===== src/sv/aps_pkg.sv =====
`timescale 1ns / 1ps

package aps_pkg;

  localparam int QUEUE_DEPTH = 4;
  localparam int QUEUE_PTR_W = $clog2(QUEUE_DEPTH);

  typedef enum logic [1:0] {
    KIND_DATA    = 2'd0,
    KIND_EMPTY   = 2'd1,
    KIND_ACCEPT  = 2'd2,
    KIND_DISCARD = 2'd3
  } kind_t;

  typedef enum logic [1:0] {
    PH_SIZE_HI = 2'd0,
    PH_SIZE_LO = 2'd1,
    PH_DATA    = 2'd2
  } phase_t;

  typedef struct packed {
    logic [7:0] data_byte;
    logic       packet_end;
  } in_t;

  typedef struct packed {
    kind_t      kind;
    logic [7:0] out_byte;
    logic       unit_end;
    logic       last_of_run;
  } out_t;

  // One classified item: an optional unit result followed by an optional verdict.
  typedef struct packed {
    logic       unit_valid;
    logic       unit_is_empty;
    logic [7:0] unit_byte;
    logic       unit_end;
    logic       verdict_valid;
    logic       verdict_accept;
  } cmd_t;

endpackage


===== src/sv/aps_front.sv =====
`timescale 1ns / 1ps

module aps_front (
  input  logic          clk,
  input  logic          rst_n,
  input  logic          push,
  input  aps_pkg::in_t  in_item,
  input  logic          q_full,
  output logic          full,
  output logic          cmd_push,
  output aps_pkg::cmd_t cmd
);
  import aps_pkg::*;

  phase_t      phase_r, phase_nxt;
  logic [7:0]  size_high_r, size_high_nxt;
  logic [15:0] bytes_left_r, bytes_left_nxt;
  logic        accept;
  logic        boundary;
  logic [15:0] size_w;
  logic [15:0] left_dec;

  assign full     = q_full;
  assign accept   = push && !q_full;
  assign size_w   = {size_high_r, in_item.data_byte};
  assign left_dec = bytes_left_r - 16'd1;

  always_comb begin
    phase_nxt      = phase_r;
    size_high_nxt  = size_high_r;
    bytes_left_nxt = bytes_left_r;
    boundary       = 1'b0;
    cmd            = '0;
    unique case (phase_r)
      PH_SIZE_LO: begin
        if (size_w == 16'd0) begin
          cmd.unit_valid    = 1'b1;
          cmd.unit_is_empty = 1'b1;
          cmd.unit_end      = 1'b1;
          phase_nxt         = PH_SIZE_HI;
          boundary          = 1'b1;
        end else begin
          bytes_left_nxt = size_w;
          phase_nxt      = PH_DATA;
        end
      end
      PH_DATA: begin
        bytes_left_nxt = left_dec;
        cmd.unit_valid = 1'b1;
        cmd.unit_byte  = in_item.data_byte;
        cmd.unit_end   = (left_dec == 16'd0);
        if (left_dec == 16'd0) begin
          phase_nxt = PH_SIZE_HI;
          boundary  = 1'b1;
        end
      end
      default: begin
        size_high_nxt = in_item.data_byte;
        phase_nxt     = PH_SIZE_LO;
      end
    endcase
    if (in_item.packet_end) begin
      cmd.verdict_valid  = 1'b1;
      cmd.verdict_accept = boundary;
      phase_nxt          = PH_SIZE_HI;
      size_high_nxt      = 8'd0;
      bytes_left_nxt     = 16'd0;
    end
  end

  assign cmd_push = accept && (cmd.unit_valid || cmd.verdict_valid);

  always_ff @(posedge clk) begin
    if (!rst_n) begin
      phase_r      <= PH_SIZE_HI;
      size_high_r  <= 8'd0;
      bytes_left_r <= 16'd0;
    end else if (accept) begin
      phase_r      <= phase_nxt;
      size_high_r  <= size_high_nxt;
      bytes_left_r <= bytes_left_nxt;
    end
  end

endmodule


===== src/sv/aps_queue.sv =====
`timescale 1ns / 1ps

module aps_queue (
  input  logic          clk,
  input  logic          rst_n,
  input  logic          wr_en,
  input  aps_pkg::cmd_t wr_cmd,
  input  logic          rd_en,
  output aps_pkg::cmd_t rd_cmd,
  output logic          q_full,
  output logic          q_empty
);
  import aps_pkg::*;

  cmd_t                 mem_r [QUEUE_DEPTH];
  logic [QUEUE_PTR_W-1:0] wr_ptr_r, rd_ptr_r;
  logic [QUEUE_PTR_W:0]   count_r, count_nxt;
  logic                 do_wr, do_rd;

  assign q_full  = (count_r == (QUEUE_PTR_W + 1)'(QUEUE_DEPTH));
  assign q_empty = (count_r == '0);
  assign do_wr   = wr_en && !q_full;
  assign do_rd   = rd_en && !q_empty;
  assign rd_cmd  = mem_r[rd_ptr_r];

  always_comb begin
    count_nxt = count_r;
    if (do_wr && !do_rd) begin
      count_nxt = count_r + 1'b1;
    end else if (do_rd && !do_wr) begin
      count_nxt = count_r - 1'b1;
    end
  end

  always_ff @(posedge clk) begin
    if (do_wr) begin
      mem_r[wr_ptr_r] <= wr_cmd;
    end
  end

  always_ff @(posedge clk) begin
    if (!rst_n) begin
      wr_ptr_r <= '0;
      rd_ptr_r <= '0;
      count_r  <= '0;
    end else begin
      if (do_wr) begin
        wr_ptr_r <= wr_ptr_r + 1'b1;
      end
      if (do_rd) begin
        rd_ptr_r <= rd_ptr_r + 1'b1;
      end
      count_r <= count_nxt;
    end
  end

endmodule


===== src/sv/aps_back.sv =====
`timescale 1ns / 1ps

module aps_back (
  input  logic          clk,
  input  logic          rst_n,
  input  aps_pkg::cmd_t head,
  input  logic          q_empty,
  output logic          q_pop,
  input  logic          pop,
  output logic          empty,
  output aps_pkg::out_t out_item
);
  import aps_pkg::*;

  out_t out_r, out_nxt;
  logic valid_r;
  logic second_r, second_nxt;
  logic load;

  // The output register takes a new result when it is free or being drained.
  assign load     = !q_empty && (!valid_r || pop);
  assign empty    = !valid_r;
  assign out_item = out_r;

  always_comb begin
    out_nxt    = '0;
    second_nxt = 1'b0;
    q_pop      = 1'b0;
    if (head.unit_valid && !second_r) begin
      out_nxt.kind        = head.unit_is_empty ? KIND_EMPTY : KIND_DATA;
      out_nxt.out_byte    = head.unit_is_empty ? 8'd0 : head.unit_byte;
      out_nxt.unit_end    = head.unit_end;
      out_nxt.last_of_run = !head.verdict_valid;
      second_nxt          = head.verdict_valid;
      q_pop               = load && !head.verdict_valid;
    end else begin
      out_nxt.kind        = head.verdict_accept ? KIND_ACCEPT : KIND_DISCARD;
      out_nxt.last_of_run = 1'b1;
      q_pop               = load;
    end
  end

  always_ff @(posedge clk) begin
    if (load) begin
      out_r <= out_nxt;
    end
  end

  always_ff @(posedge clk) begin
    if (!rst_n) begin
      valid_r  <= 1'b0;
      second_r <= 1'b0;
    end else begin
      if (load) begin
        valid_r  <= 1'b1;
        second_r <= second_nxt;
      end else if (pop) begin
        valid_r <= 1'b0;
      end
    end
  end

endmodule


===== src/sv/aggregation_packet_splitter.sv =====
`timescale 1ns / 1ps
// Channel   Handshake            Payload
// input     push / full          in_item  (data_byte, packet_end)
// result    empty / pop          out_item (kind, out_byte, unit_end, last_of_run)
//
// One input byte is taken per cycle while full is low; full rises only when
// the four-entry queue between the classifier and the output stage is full.
// The output stage sends one result per cycle while pop is high, so a byte with two results
// (a unit byte and a verdict) is sent as two results, the unit result first.
// The first result of a byte is registered in the queue and then in the output register.
// Synchronous active-low reset clears the parser and empties the queue and the output register.
module aggregation_packet_splitter (
  input  logic          clk,
  input  logic          rst_n,
  input  logic          push,
  output logic          full,
  input  aps_pkg::in_t  in_item,
  output logic          empty,
  input  logic          pop,
  output aps_pkg::out_t out_item
);
  import aps_pkg::*;

  cmd_t wr_cmd, head;
  logic cmd_push, q_full, q_empty, q_pop;

  aps_front u_front (
    .clk      (clk),
    .rst_n    (rst_n),
    .push     (push),
    .in_item  (in_item),
    .q_full   (q_full),
    .full     (full),
    .cmd_push (cmd_push),
    .cmd      (wr_cmd)
  );

  aps_queue u_queue (
    .clk     (clk),
    .rst_n   (rst_n),
    .wr_en   (cmd_push),
    .wr_cmd  (wr_cmd),
    .rd_en   (q_pop),
    .rd_cmd  (head),
    .q_full  (q_full),
    .q_empty (q_empty)
  );

  aps_back u_back (
    .clk      (clk),
    .rst_n    (rst_n),
    .head     (head),
    .q_empty  (q_empty),
    .q_pop    (q_pop),
    .pop      (pop),
    .empty    (empty),
    .out_item (out_item)
  );

endmodule


===== config.mk =====
export PLATFORM = sky130hd
export DESIGN_NAME = aggregation_packet_splitter
export DESIGN_NICKNAME = d
export VERILOG_FILES = /design/src/sv/aps_pkg.sv /design/src/sv/aps_front.sv /design/src/sv/aps_queue.sv /design/src/sv/aps_back.sv /design/src/sv/aggregation_packet_splitter.sv
export SDC_FILE = /design/constraint.sdc
export NUM_CORES = 1
export LEC_CHECK = 0
export BUFFER_PORTS_ARGS = -buffer_cell sky130_fd_sc_hd__buf_2
export CELL_PAD_IN_SITES_DETAIL_PLACEMENT = 1
export CELL_PAD_IN_SITES_GLOBAL_PLACEMENT = 1
export CORE_UTILIZATION = 50
export DETAILED_ROUTE_END_ITERATION = 10
export PLACE_DENSITY = 0.76
export SYNTH_ARGS = -nofsm -noshare
export SYNTH_HDL_FRONTEND = slang
export SYNTH_SLANG_ARGS = --single-unit

===== constraint.sdc =====
create_clock -name clk -period 3.6 [get_ports clk]
set_input_delay 0.18 -clock clk [delete_from_list [all_inputs] [get_ports clk]]
set_output_delay 0.18 -clock clk [all_outputs]
set_load 0.01 [all_outputs]

; ---- Word level (Yosys, flattened, before mapping)
; Memories as Yosys holds them, arrays and structs flattened. A register that Yosys moved wholly into a read port is not among the register bits.
; Index checks and enable logic that the tools add are counted.
[totals]
memories = 1
inputBits = 13
mem_bits_rw = 52
reg_bits = 47
[memory_table]
columns = name, depth, width, read_ports, rd_ports_with_merged_regs, write_ports, line_no
row1 = u_queue.mem_r, 4, 13, 1, 1, 1, aps_queue.sv:15  ; cmd_t mem_r [QUEUE_DEPTH];
[op_classes]
addsub = 5
reduce_logical = 29
bitwise_logic = 1
mux = 31
eq_ne = 6
[op_table]
columns = cell, n
row1 = 16-bit logical NOT, 2
row2 = 16-bit 2-to-1 mux, 2
row3 = 16-bit case mux with 2 select lines, 1
row4 = 8-bit 2-to-1 mux, 3
row5 = 2-bit 2-to-1 mux, 8
row6 = 16-bit by 1-bit subtractor with 16-bit output (second input constant), 1
row7 = 1-bit 2-to-1 mux, 11
row8 = 1-bit logical AND, 9
row9 = 1-bit logical NOT, 7
row10 = 3-bit 2-to-1 mux, 2
row11 = 1-bit case mux with 2 select lines, 3
row12 = 2-bit by 1-bit adder with 2-bit output (second input constant), 2
row13 = 2-bit case mux with 2 select lines, 1
row14 = 2-bit AND reduction, 2
row15 = 2-bit nonzero test, 2
row16 = 2-bit OR reduction, 2
row17 = 3-bit by 1-bit adder with 3-bit output (second input constant), 1
row18 = 3-bit == test (second input constant), 1
row19 = 3-bit logical NOT, 1
row20 = 3-bit by 2-bit != test with 1-bit output (second input constant), 1
row21 = 3-bit != test (second input constant), 1
row22 = 3-bit AND reduction, 1
row23 = 3-bit nonzero test, 1
row24 = 3-bit by 1-bit subtractor with 3-bit output (second input constant), 1
row25 = 5 further kinds, 6

; ---- Longest topological paths before layout
; Gate-level depths: netlist of the first run.
[depth]
depth_word = 12
mapped_depth = 13

; ---- By module
; Synthesis of the first run repeated with hierarchy kept, for this count alone.
[hier_totals]
hier_cells = 382
area_unflattened_um2 = 4730.8
[modules_own_cells]
columns = mod, area_per_inst_um2, seq_area_each_um2, cells_per_inst, instances
row1 = aps_queue, 2359.8, 1741.7, 115, 1
row2 = aps_front, 1811.7, 520.5, 231, 1
row3 = aps_back, 559.3, 400.4, 36, 1

; ---- Worst setup path before layout of the first run
; No wires, ideal clock.
[synth_path]
path_type = register to register
start = register u_front.size_high_r[3]
end = register u_queue.count_r[2]
synth_period_minus_slack_ns = 2.700
setup_time_ns = 0.076
t_arrival_ns = 2.625
path_stages_with_launch = 13
path_slack_ns = 0.900
required_time_ns = 3.524
n_path_buf = 1
cell_sequence = dfxtp_1 nor4_1 and4_2 a21oi_1 nor2_1 o21a_1 clkbuf_1 ha_1 inv_1 fa_1 xor2_1 or3_1 a21boi_0
[synth_lines]
columns = item, line_no
row1 = from (decl), aps_front.sv:16  ; logic [7:0] size_high_r, size_high_nxt;
row2 = from (signal assigned), aps_front.sv:80  ; size_high_r <= size_high_nxt;
row3 = to (signal assigned), aps_queue.sv:53  ; count_r <= count_nxt;
row4 = to (decl), aps_queue.sv:17  ; logic [QUEUE_PTR_W:0] count_r, count_nxt;

==> results of run 1 <==
[sequential cells by signal, indices dropped and copies added, names as in the netlist, named ones only]
name and flops:
u_queue.mem_r 52, u_front.bytes_left_r 16, u_back.out_item 12, u_front.size_high_r 8, u_queue.count_r 3, u_front.phase_r 2, u_queue.rd_ptr_r 2, u_queue.wr_ptr_r 2
u_back.second_r 1, u_back.valid_r 1
[area by class of cell]
cell class,instances,share of cell area (%)
flip-flops and latches,101,52.8
multi-input cells,237,36.4
repair buffers,31,3.33
well taps,108,2.68
clock buffers,9,2.46
clock inverters,7,1.34
inverters,13,0.968
[metrics by stage]
step | instance area, µm² | setup WS (ns) | util (%) | power (W) | hold slack (ns)
CTS | 5040 | 0.529 | 56.7 | 0.00294 | 0.130
global route | 5040 | 0.312 | 56.7 | 0.00307 | 0.171
global placement | 4850 | 0.706 | 54.5 | 0.00222 | 0.494
detailed placement | 4850 | 0.573 | 54.5 | 0.00226 | 0.503
floorplan | 4680 | 0.900 | - | 0.00203 | 0.279
finish | 5040 | 0.574 | 56.7 | 0.00291 | 0.143
[worst max-delay path by stage]
stage,slack [ns],from,cells after the start,end
after floorplan,0.90,u_front.size_high_r[3],12,u_queue.count_r[2]
after global placement,0.71,u_front.size_high_r[3],11,u_queue.count_r[2]
after detailed placement,0.57,in_item[2],12,u_queue.count_r[2]
after CTS,0.53,u_front.size_high_r[3],11,u_queue.count_r[2]
after global routing,0.31,u_front.size_high_r[3],11,u_queue.count_r[2]
final,0.57,u_front.size_high_r[3],11,u_queue.count_r[2]
[cell families after synthesis]
logic type | count (synthesis) | synth area share, %
AND/OR/NAND/NOR | 125 | 15.4
flip-flops | 101 | 56.9
AO/OA/AOI/OAI | 74 | 11.6
buffers and inverters | 37 | 3.98
multiplexers | 19 | 7.67
adder cells (fa/ha/maj) | 10 | 2.83
XOR/XNOR | 9 | 1.68
[cells in the final DEF (no fill, tap or decap), types with 6 or more instances in the layout]
master / n
nand2_1: 28
clkbuf_8: 9
dfxtp_1: 37
nand3_1: 8
and3_1: 6
nor4_1: 7
ha_1: 9
nor2b_1: 18
a21oi_1: 13
nor2_1: 9
edfxtp_1: 64
buf_2: 26
a22oi_1: 8
a21boi_0: 7
and2_1: 21
inv_1: 13
a32o_1: 6
mux4_2: 13
nor3_1: 9
[routing by layer]
metal / vias to the layer above / track usage, % / wire length [µm]
met5: - / 0 / 0
met4: 0 / 8.15 / 185
met3: 14 / 2.98 / 255
met2: 49 / 40.2 / 5130
met1: 1461 / 26.8 / 4440
li1: 1446 / - / -
[power by group through the flow]
stage | sequential [W] | combinational [W] | clock [W]
floorplan | 0.00153 | 0.000509 | 0
global placement | 0.00149 | 0.000735 | 0
detailed placement | 0.00150 | 0.000761 | 0
CTS | 0.00147 | 0.000764 | 0.000710
global route | 0.00148 | 0.000836 | 0.000744
finish | 0.00147 | 0.000748 | 0.000694
[worst reg2reg max path, stage by stage (launching register included)]
cell and delay, ns:
dfxtp_1 0.35, nor4_1 0.29, and4_2 0.32, a21oi_1 0.09, nor2_1 0.28, o21a_1 0.29
ha_1 0.23, inv_1 0.06, fa_1 0.37, xor2_1 0.18, or3_1 0.31, a21boi_0 0.18
==> flow_metrics.env, run 1 <==
export IMPL_routed_wl_mm=10.0
export IMPL_crit_path_max_incr_delay_ns=0.37
export IMPL_required_ns=3.89
export IMPL_path_clk_slew_ns=0.10
export IMPL_die_h_um=98.8
export IMPL_combPwrFrac_pct=25.7
export IMPL_clock_skew_ns=0.0199
export IMPL_crit_path_start_kind="flop"
export IMPL_maxCapViolations=0
export IMPL_power_switching_w=0.000903
export IMPL_path_buf_inv=1
export IMPL_clock_root_buffer="clkbuf_8"
export IMPL_peakVddDrop_v=0.000258
export IMPL_multi_input_area_mm2=0.00183
export IMPL_antenna_found_initial=0
export IMPL_cts_tree="built"
export IMPL_cts_sinks=101
export IMPL_drive_above_1_share_pct=18.8
export IMPL_die_area_mm2=0.00975
export IMPL_die_w_um=98.8
export IMPL_synth_main_ff_cell="edfxtp_1"
export IMPL_core_area_mm2=0.00889
export IMPL_outcome="finished, final reports clean"
export IMPL_rr_startpoint="u_front.size_high_r[3]"
export IMPL_wl_per_cell_um=19.8
export IMPL_dp_hpwl_mm=7.04
export IMPL_drtPass1Iterations=4
export IMPL_hp_class="in2reg"
export IMPL_ant_nets=0
export IMPL_diodes=0
export IMPL_synthArstFlopShare_pct=0
export IMPL_min_delay_start="pop"
export IMPL_p_int_w=0.00201
export IMPL_synth_area_leaders="edfxtp_1, dfxtp_1, mux4_2"
export IMPL_synthToLayoutAreaGrowth_pct=7.62
export IMPL_final_nets=416
export IMPL_worst_pin_slew_ns=0.719
export IMPL_cp_end_kind="flop"
export IMPL_gp_congestion=0.912
export IMPL_cp_arrival_ns=3.32
export IMPL_ys_types=60
export IMPL_synth_common_cells="edfxtp_1, dfxtp_1, nand2_1"
export IMPL_fmax_ghz=0.330
export IMPL_syn_inst=375
export IMPL_drt_iter0_markers=126
export IMPL_ys_seq_area_share_pct=56.9
export IMPL_ff_latch_area_mm2=0.00266
export IMPL_post_synth_top_count_cell="edfxtp_1"
export IMPL_placed_cells=490
export IMPL_final_setup_viol_count=0
export IMPL_ys_ff_latch=101
export IMPL_setup_tns_final_ns=0
export IMPL_critical_path_top_delay_family="simple AND/OR/NAND/NOR gates"
export IMPL_syn_nets=398
export IMPL_ys_warn_count=0
export IMPL_num_rows=34
export IMPL_clkPwrFrac_pct=23.8
export IMPL_grt_overflow=0
export IMPL_r2r_cells=11
export IMPL_max_slew_margin_rel_pct=52.1
export IMPL_slowest_stage="fa_1"
export IMPL_htree_levels=3
export IMPL_grt_usage_pct=22.1
export IMPL_synth_top_area_cell="edfxtp_1"
export IMPL_synth_top_area_share_pct=41.0
export IMPL_fin_cells=506
export IMPL_insertion_delay_ns=0.37
export IMPL_grt_max_degree=42
export IMPL_power_frac_seq_pct=50.5
export IMPL_drc_errors=0
export IMPL_worstPathMaxFanout=7
export IMPL_p_leak_nw=1.77
export IMPL_min_period_over_period_pct=84.1
export IMPL_postCtsHoldBufs=0
export IMPL_io_buffers=26
export IMPL_cts_resized=0
export IMPL_path_cells="nor4_1 -> and4_2 -> a21oi_1 -> nor2_1 -> o21a_1 -> ha_1 -> inv_1 -> fa_1 -> xor2_1 -> or3_1 -> a21boi_0"
export IMPL_synth_cell_area_mm2=0.00468
export IMPL_avgSynthCellArea_um2=12.5
export IMPL_rsz0062_at_grt="no"
export IMPL_grt_pass1_wl_mm=16.5
export IMPL_hold_path_endpoint="u_back.valid_r"
export IMPL_swShare_pct=31.0
export IMPL_min_delay_path_depth=3
export IMPL_p_per_area_mw_per_mm2=578
export IMPL_cts_path_max_buffers=2
export IMPL_synth_edf_count=64
export IMPL_start_util_pct=52.7
export IMPL_r2r_slack_ns=0.57
export IMPL_r2r_end="u_queue.count_r[2]"
export IMPL_vias_per_cell=5.87
export IMPL_num_vias=2970
export IMPL_postCtsSetupRepairBufs=0
export IMPL_hold_viol=0
export IMPL_io_pins=27
export IMPL_fin_crit_ns=3.03
export IMPL_final_max_slew_viol_count=0
export IMPL_grt_pass1_vias=3135
export IMPL_cts_made_buffers=9
export IMPL_worstSetupPathType="reg2reg"
export IMPL_fillers=913
Power figures use the tool's default switching activity.
==> inputs of run 2 (changes only) <==
Clock period 3.6 ns to 2.8 ns, I/O delays scaled along.
==> run 2 against run 1 <==
  * Clock power is 33% higher
  * Non-clock buffer count is 9 higher
  * Routed wire length is 3.0% higher
  * Largest cell class unchanged
==> flow_metrics.env, run 2 (synthesis gave the netlist of run 1 again) <==
export IMPL_path_buf_inv=1
export IMPL_worstPathMaxFanout=4
export IMPL_core_area_mm2=0.00889
export IMPL_grt_usage_pct=23.4
export IMPL_dp_slack_ns=0.0534
export IMPL_die_w_um=98.8
export IMPL_cts_sinks=101
export IMPL_hold_ws_ns=0.110
export IMPL_final_max_slew_viol_count=0
export IMPL_grt_util_met2_pct=42.0
export IMPL_drtPass1Iterations=4
export IMPL_final_common_cell="edfxtp_1"
export IMPL_fin_ws_ns=0.134
export IMPL_p_per_area_mw_per_mm2=739
export IMPL_grt_overflow=0
export IMPL_die_h_um=98.8
export IMPL_path_cells="nor4_4 -> and4_4 -> a21oi_1 -> nor2_1 -> o21a_1 -> ha_1 -> inv_1 -> fa_1 -> xor2_1 -> or3_1 -> a21boi_1"
export IMPL_power_switching_w=0.00119
export IMPL_regMostFlops="u_queue.mem_r"
export IMPL_postCtsHoldBufs=0
export IMPL_r2r_slack_ns=0.13
export IMPL_crit_path_max_incr_delay_ns=0.37
export IMPL_placed_cells=499
export IMPL_maxCapViolations=0
export IMPL_wl_per_cell_um=20.0
export IMPL_path_clk_slew_ns=0.11
export IMPL_most_common_layout_cells="edfxtp_1, dfxtp_1, nand2_1, buf_2, and2_1"
export IMPL_ant_nets=0
export IMPL_hold_viol=0
export IMPL_num_vias=3056
export IMPL_antenna_found_initial=0
export IMPL_swShare_pct=31.4
export IMPL_synthToLayoutAreaGrowth_pct=9.78
export IMPL_dp_hpwl_mm=7.29
export IMPL_final_nets=425
export IMPL_num_rows=34
export IMPL_htree_levels=3
export IMPL_p_int_w=0.00261
export IMPL_clock_skew_ns=0.0188
export IMPL_gp_congestion=0.883
export IMPL_vias_per_cell=5.93
export IMPL_outcome="finished, final reports clean"
export IMPL_grt_busiest_layer="met2"
export IMPL_final_setup_viol_count=0
export IMPL_cts_made_buffers=9
export IMPL_clock_root_buffer="clkbuf_8"
export IMPL_fin_crit_ns=2.67
export IMPL_grt_pass1_wl_mm=17.2
export IMPL_cts_tree="built"
export IMPL_io_pins=27
export IMPL_min_period_over_period_pct=95.2
export IMPL_die_area_mm2=0.00975
export IMPL_largest_reg_flops=52
export IMPL_fmax_ghz=0.375
export IMPL_critical_path_top_delay_family="simple AND/OR/NAND/NOR gates"
export IMPL_peakVddDrop_v=0.000352
export IMPL_grt_use_met3_pct=4.75
export IMPL_start_util_pct=52.7
export IMPL_insertion_delay_ns=0.37
export IMPL_grt_pass1_vias=3249
export IMPL_worstSetupPathType="reg2reg"
export IMPL_cp_arrival_ns=2.97
export IMPL_grt_max_degree=41
export IMPL_worst_pin_slew_ns=0.598
export IMPL_max_slew_margin_rel_pct=59.9
export IMPL_crit_path_start_kind="flop"
export IMPL_hp_class="in2reg"
export IMPL_required_ns=3.10
export IMPL_p_leak_nw=1.83
export IMPL_power_frac_seq_pct=50.1
export IMPL_met1_usage_pct=28.3
export IMPL_drive_above_1_share_pct=21.6
export IMPL_routed_wl_mm=10.3
export IMPL_io_buffers=26
export IMPL_cts_path_max_buffers=2
export IMPL_postCtsSetupRepairBufs=0
export IMPL_drc_errors=0
export IMPL_fin_cells=515
export IMPL_combPwrFrac_pct=25.6
export IMPL_slowest_stage="fa_1"
export IMPL_drt_iter0_markers=87
export IMPL_diodes=0
export IMPL_clkPwrFrac_pct=24.3
export IMPL_cp_end_kind="flop"
[run 2: cell count changes in the layout (fill, tap and decap cells not counted), moves of 2 or more]
| cell | previous run | this run |
|---|---|---|
| buf_4 | 5 | 14 |
| dfxtp_1 | 37 | 35 |
| inv_8 | 1 | 3 |
| nor4_1 | 7 | 5 |
| inv_6 | 2 | 0 |
| dfxtp_2 | 0 | 2 |
[run 2: final timing paths]
check	startpoint	to	cells past startpoint
hold reg to reg	u_queue.wr_ptr_r[1]	u_queue.wr_ptr_r[1]	2
hold / removal	pop	u_back.valid_r	3
setup reg to reg	u_front.size_high_r[6]	u_queue.count_r[2]	11
setup / recovery	u_front.size_high_r[6]	u_queue.count_r[2]	11
[run 2: power by group through the flow]
| stage | clock [W] | sequential (W) | combinational (W) |
|---|---|---|---|
| floorplan | 0 | 0.00196 | 0.000655 |
| global placement | 0 | 0.00193 | 0.000950 |
| detailed placement | 0 | 0.00194 | 0.000975 |
| CTS | 0.000944 | 0.00190 | 0.000978 |
| global route | 0.000998 | 0.00193 | 0.00108 |
| finish | 0.000923 | 0.00190 | 0.000973 |
[run 2: final cells by class]
cell class,instances,area [µm²]
clock buffer,9,124
tap,108,135
sequential,101,2670
clock inverter,7,76.3
multi-input combinational,237,1860
fill,909,3750
inverter,13,48.8
timing repair buffer,40,235
[run 2: stage by stage]
stage / utilization [%] / area [µm²] / power (W) / TNS (ns)
6_report: 57.8 / 5140 / 0.00380 / 0
5_1_grt: 57.8 / 5140 / 0.00401 / -0.0339
4_1_cts: 57.6 / 5120 / 0.00382 / 0
3_5_place_dp: 55.3 / 4910 / 0.00291 / 0
3_3_place_gp: 55.3 / 4910 / 0.00288 / 0
2_1_floorplan: - / 4680 / 0.00262 / 0
[run 2: routing by layer]
layer,vias to the layer above,routed length [µm]
met3,10,280
met2,54,5490
met4,0,158
met5,-,0
met1,1534,4390
li1,1458,-
[run 2: timing repair]
item / 4_1_cts / 5_1_grt
pin swaps: 0 / 2
resized for setup: 1 / 6
setup endpoints to repair: 1 / 1
gates cloned: 0 / 0
[run 2: worst reg2reg max path, stage by stage, from the launching register on]
cell	delay, ns
dfxtp_2	0.36
nor4_4	0.34
and4_4	0.29
a21oi_1	0.07
nor2_1	0.15
o21a_1	0.15
ha_1	0.18
inv_1	0.06
fa_1	0.37
xor2_1	0.18
or3_1	0.31
a21boi_1	0.15
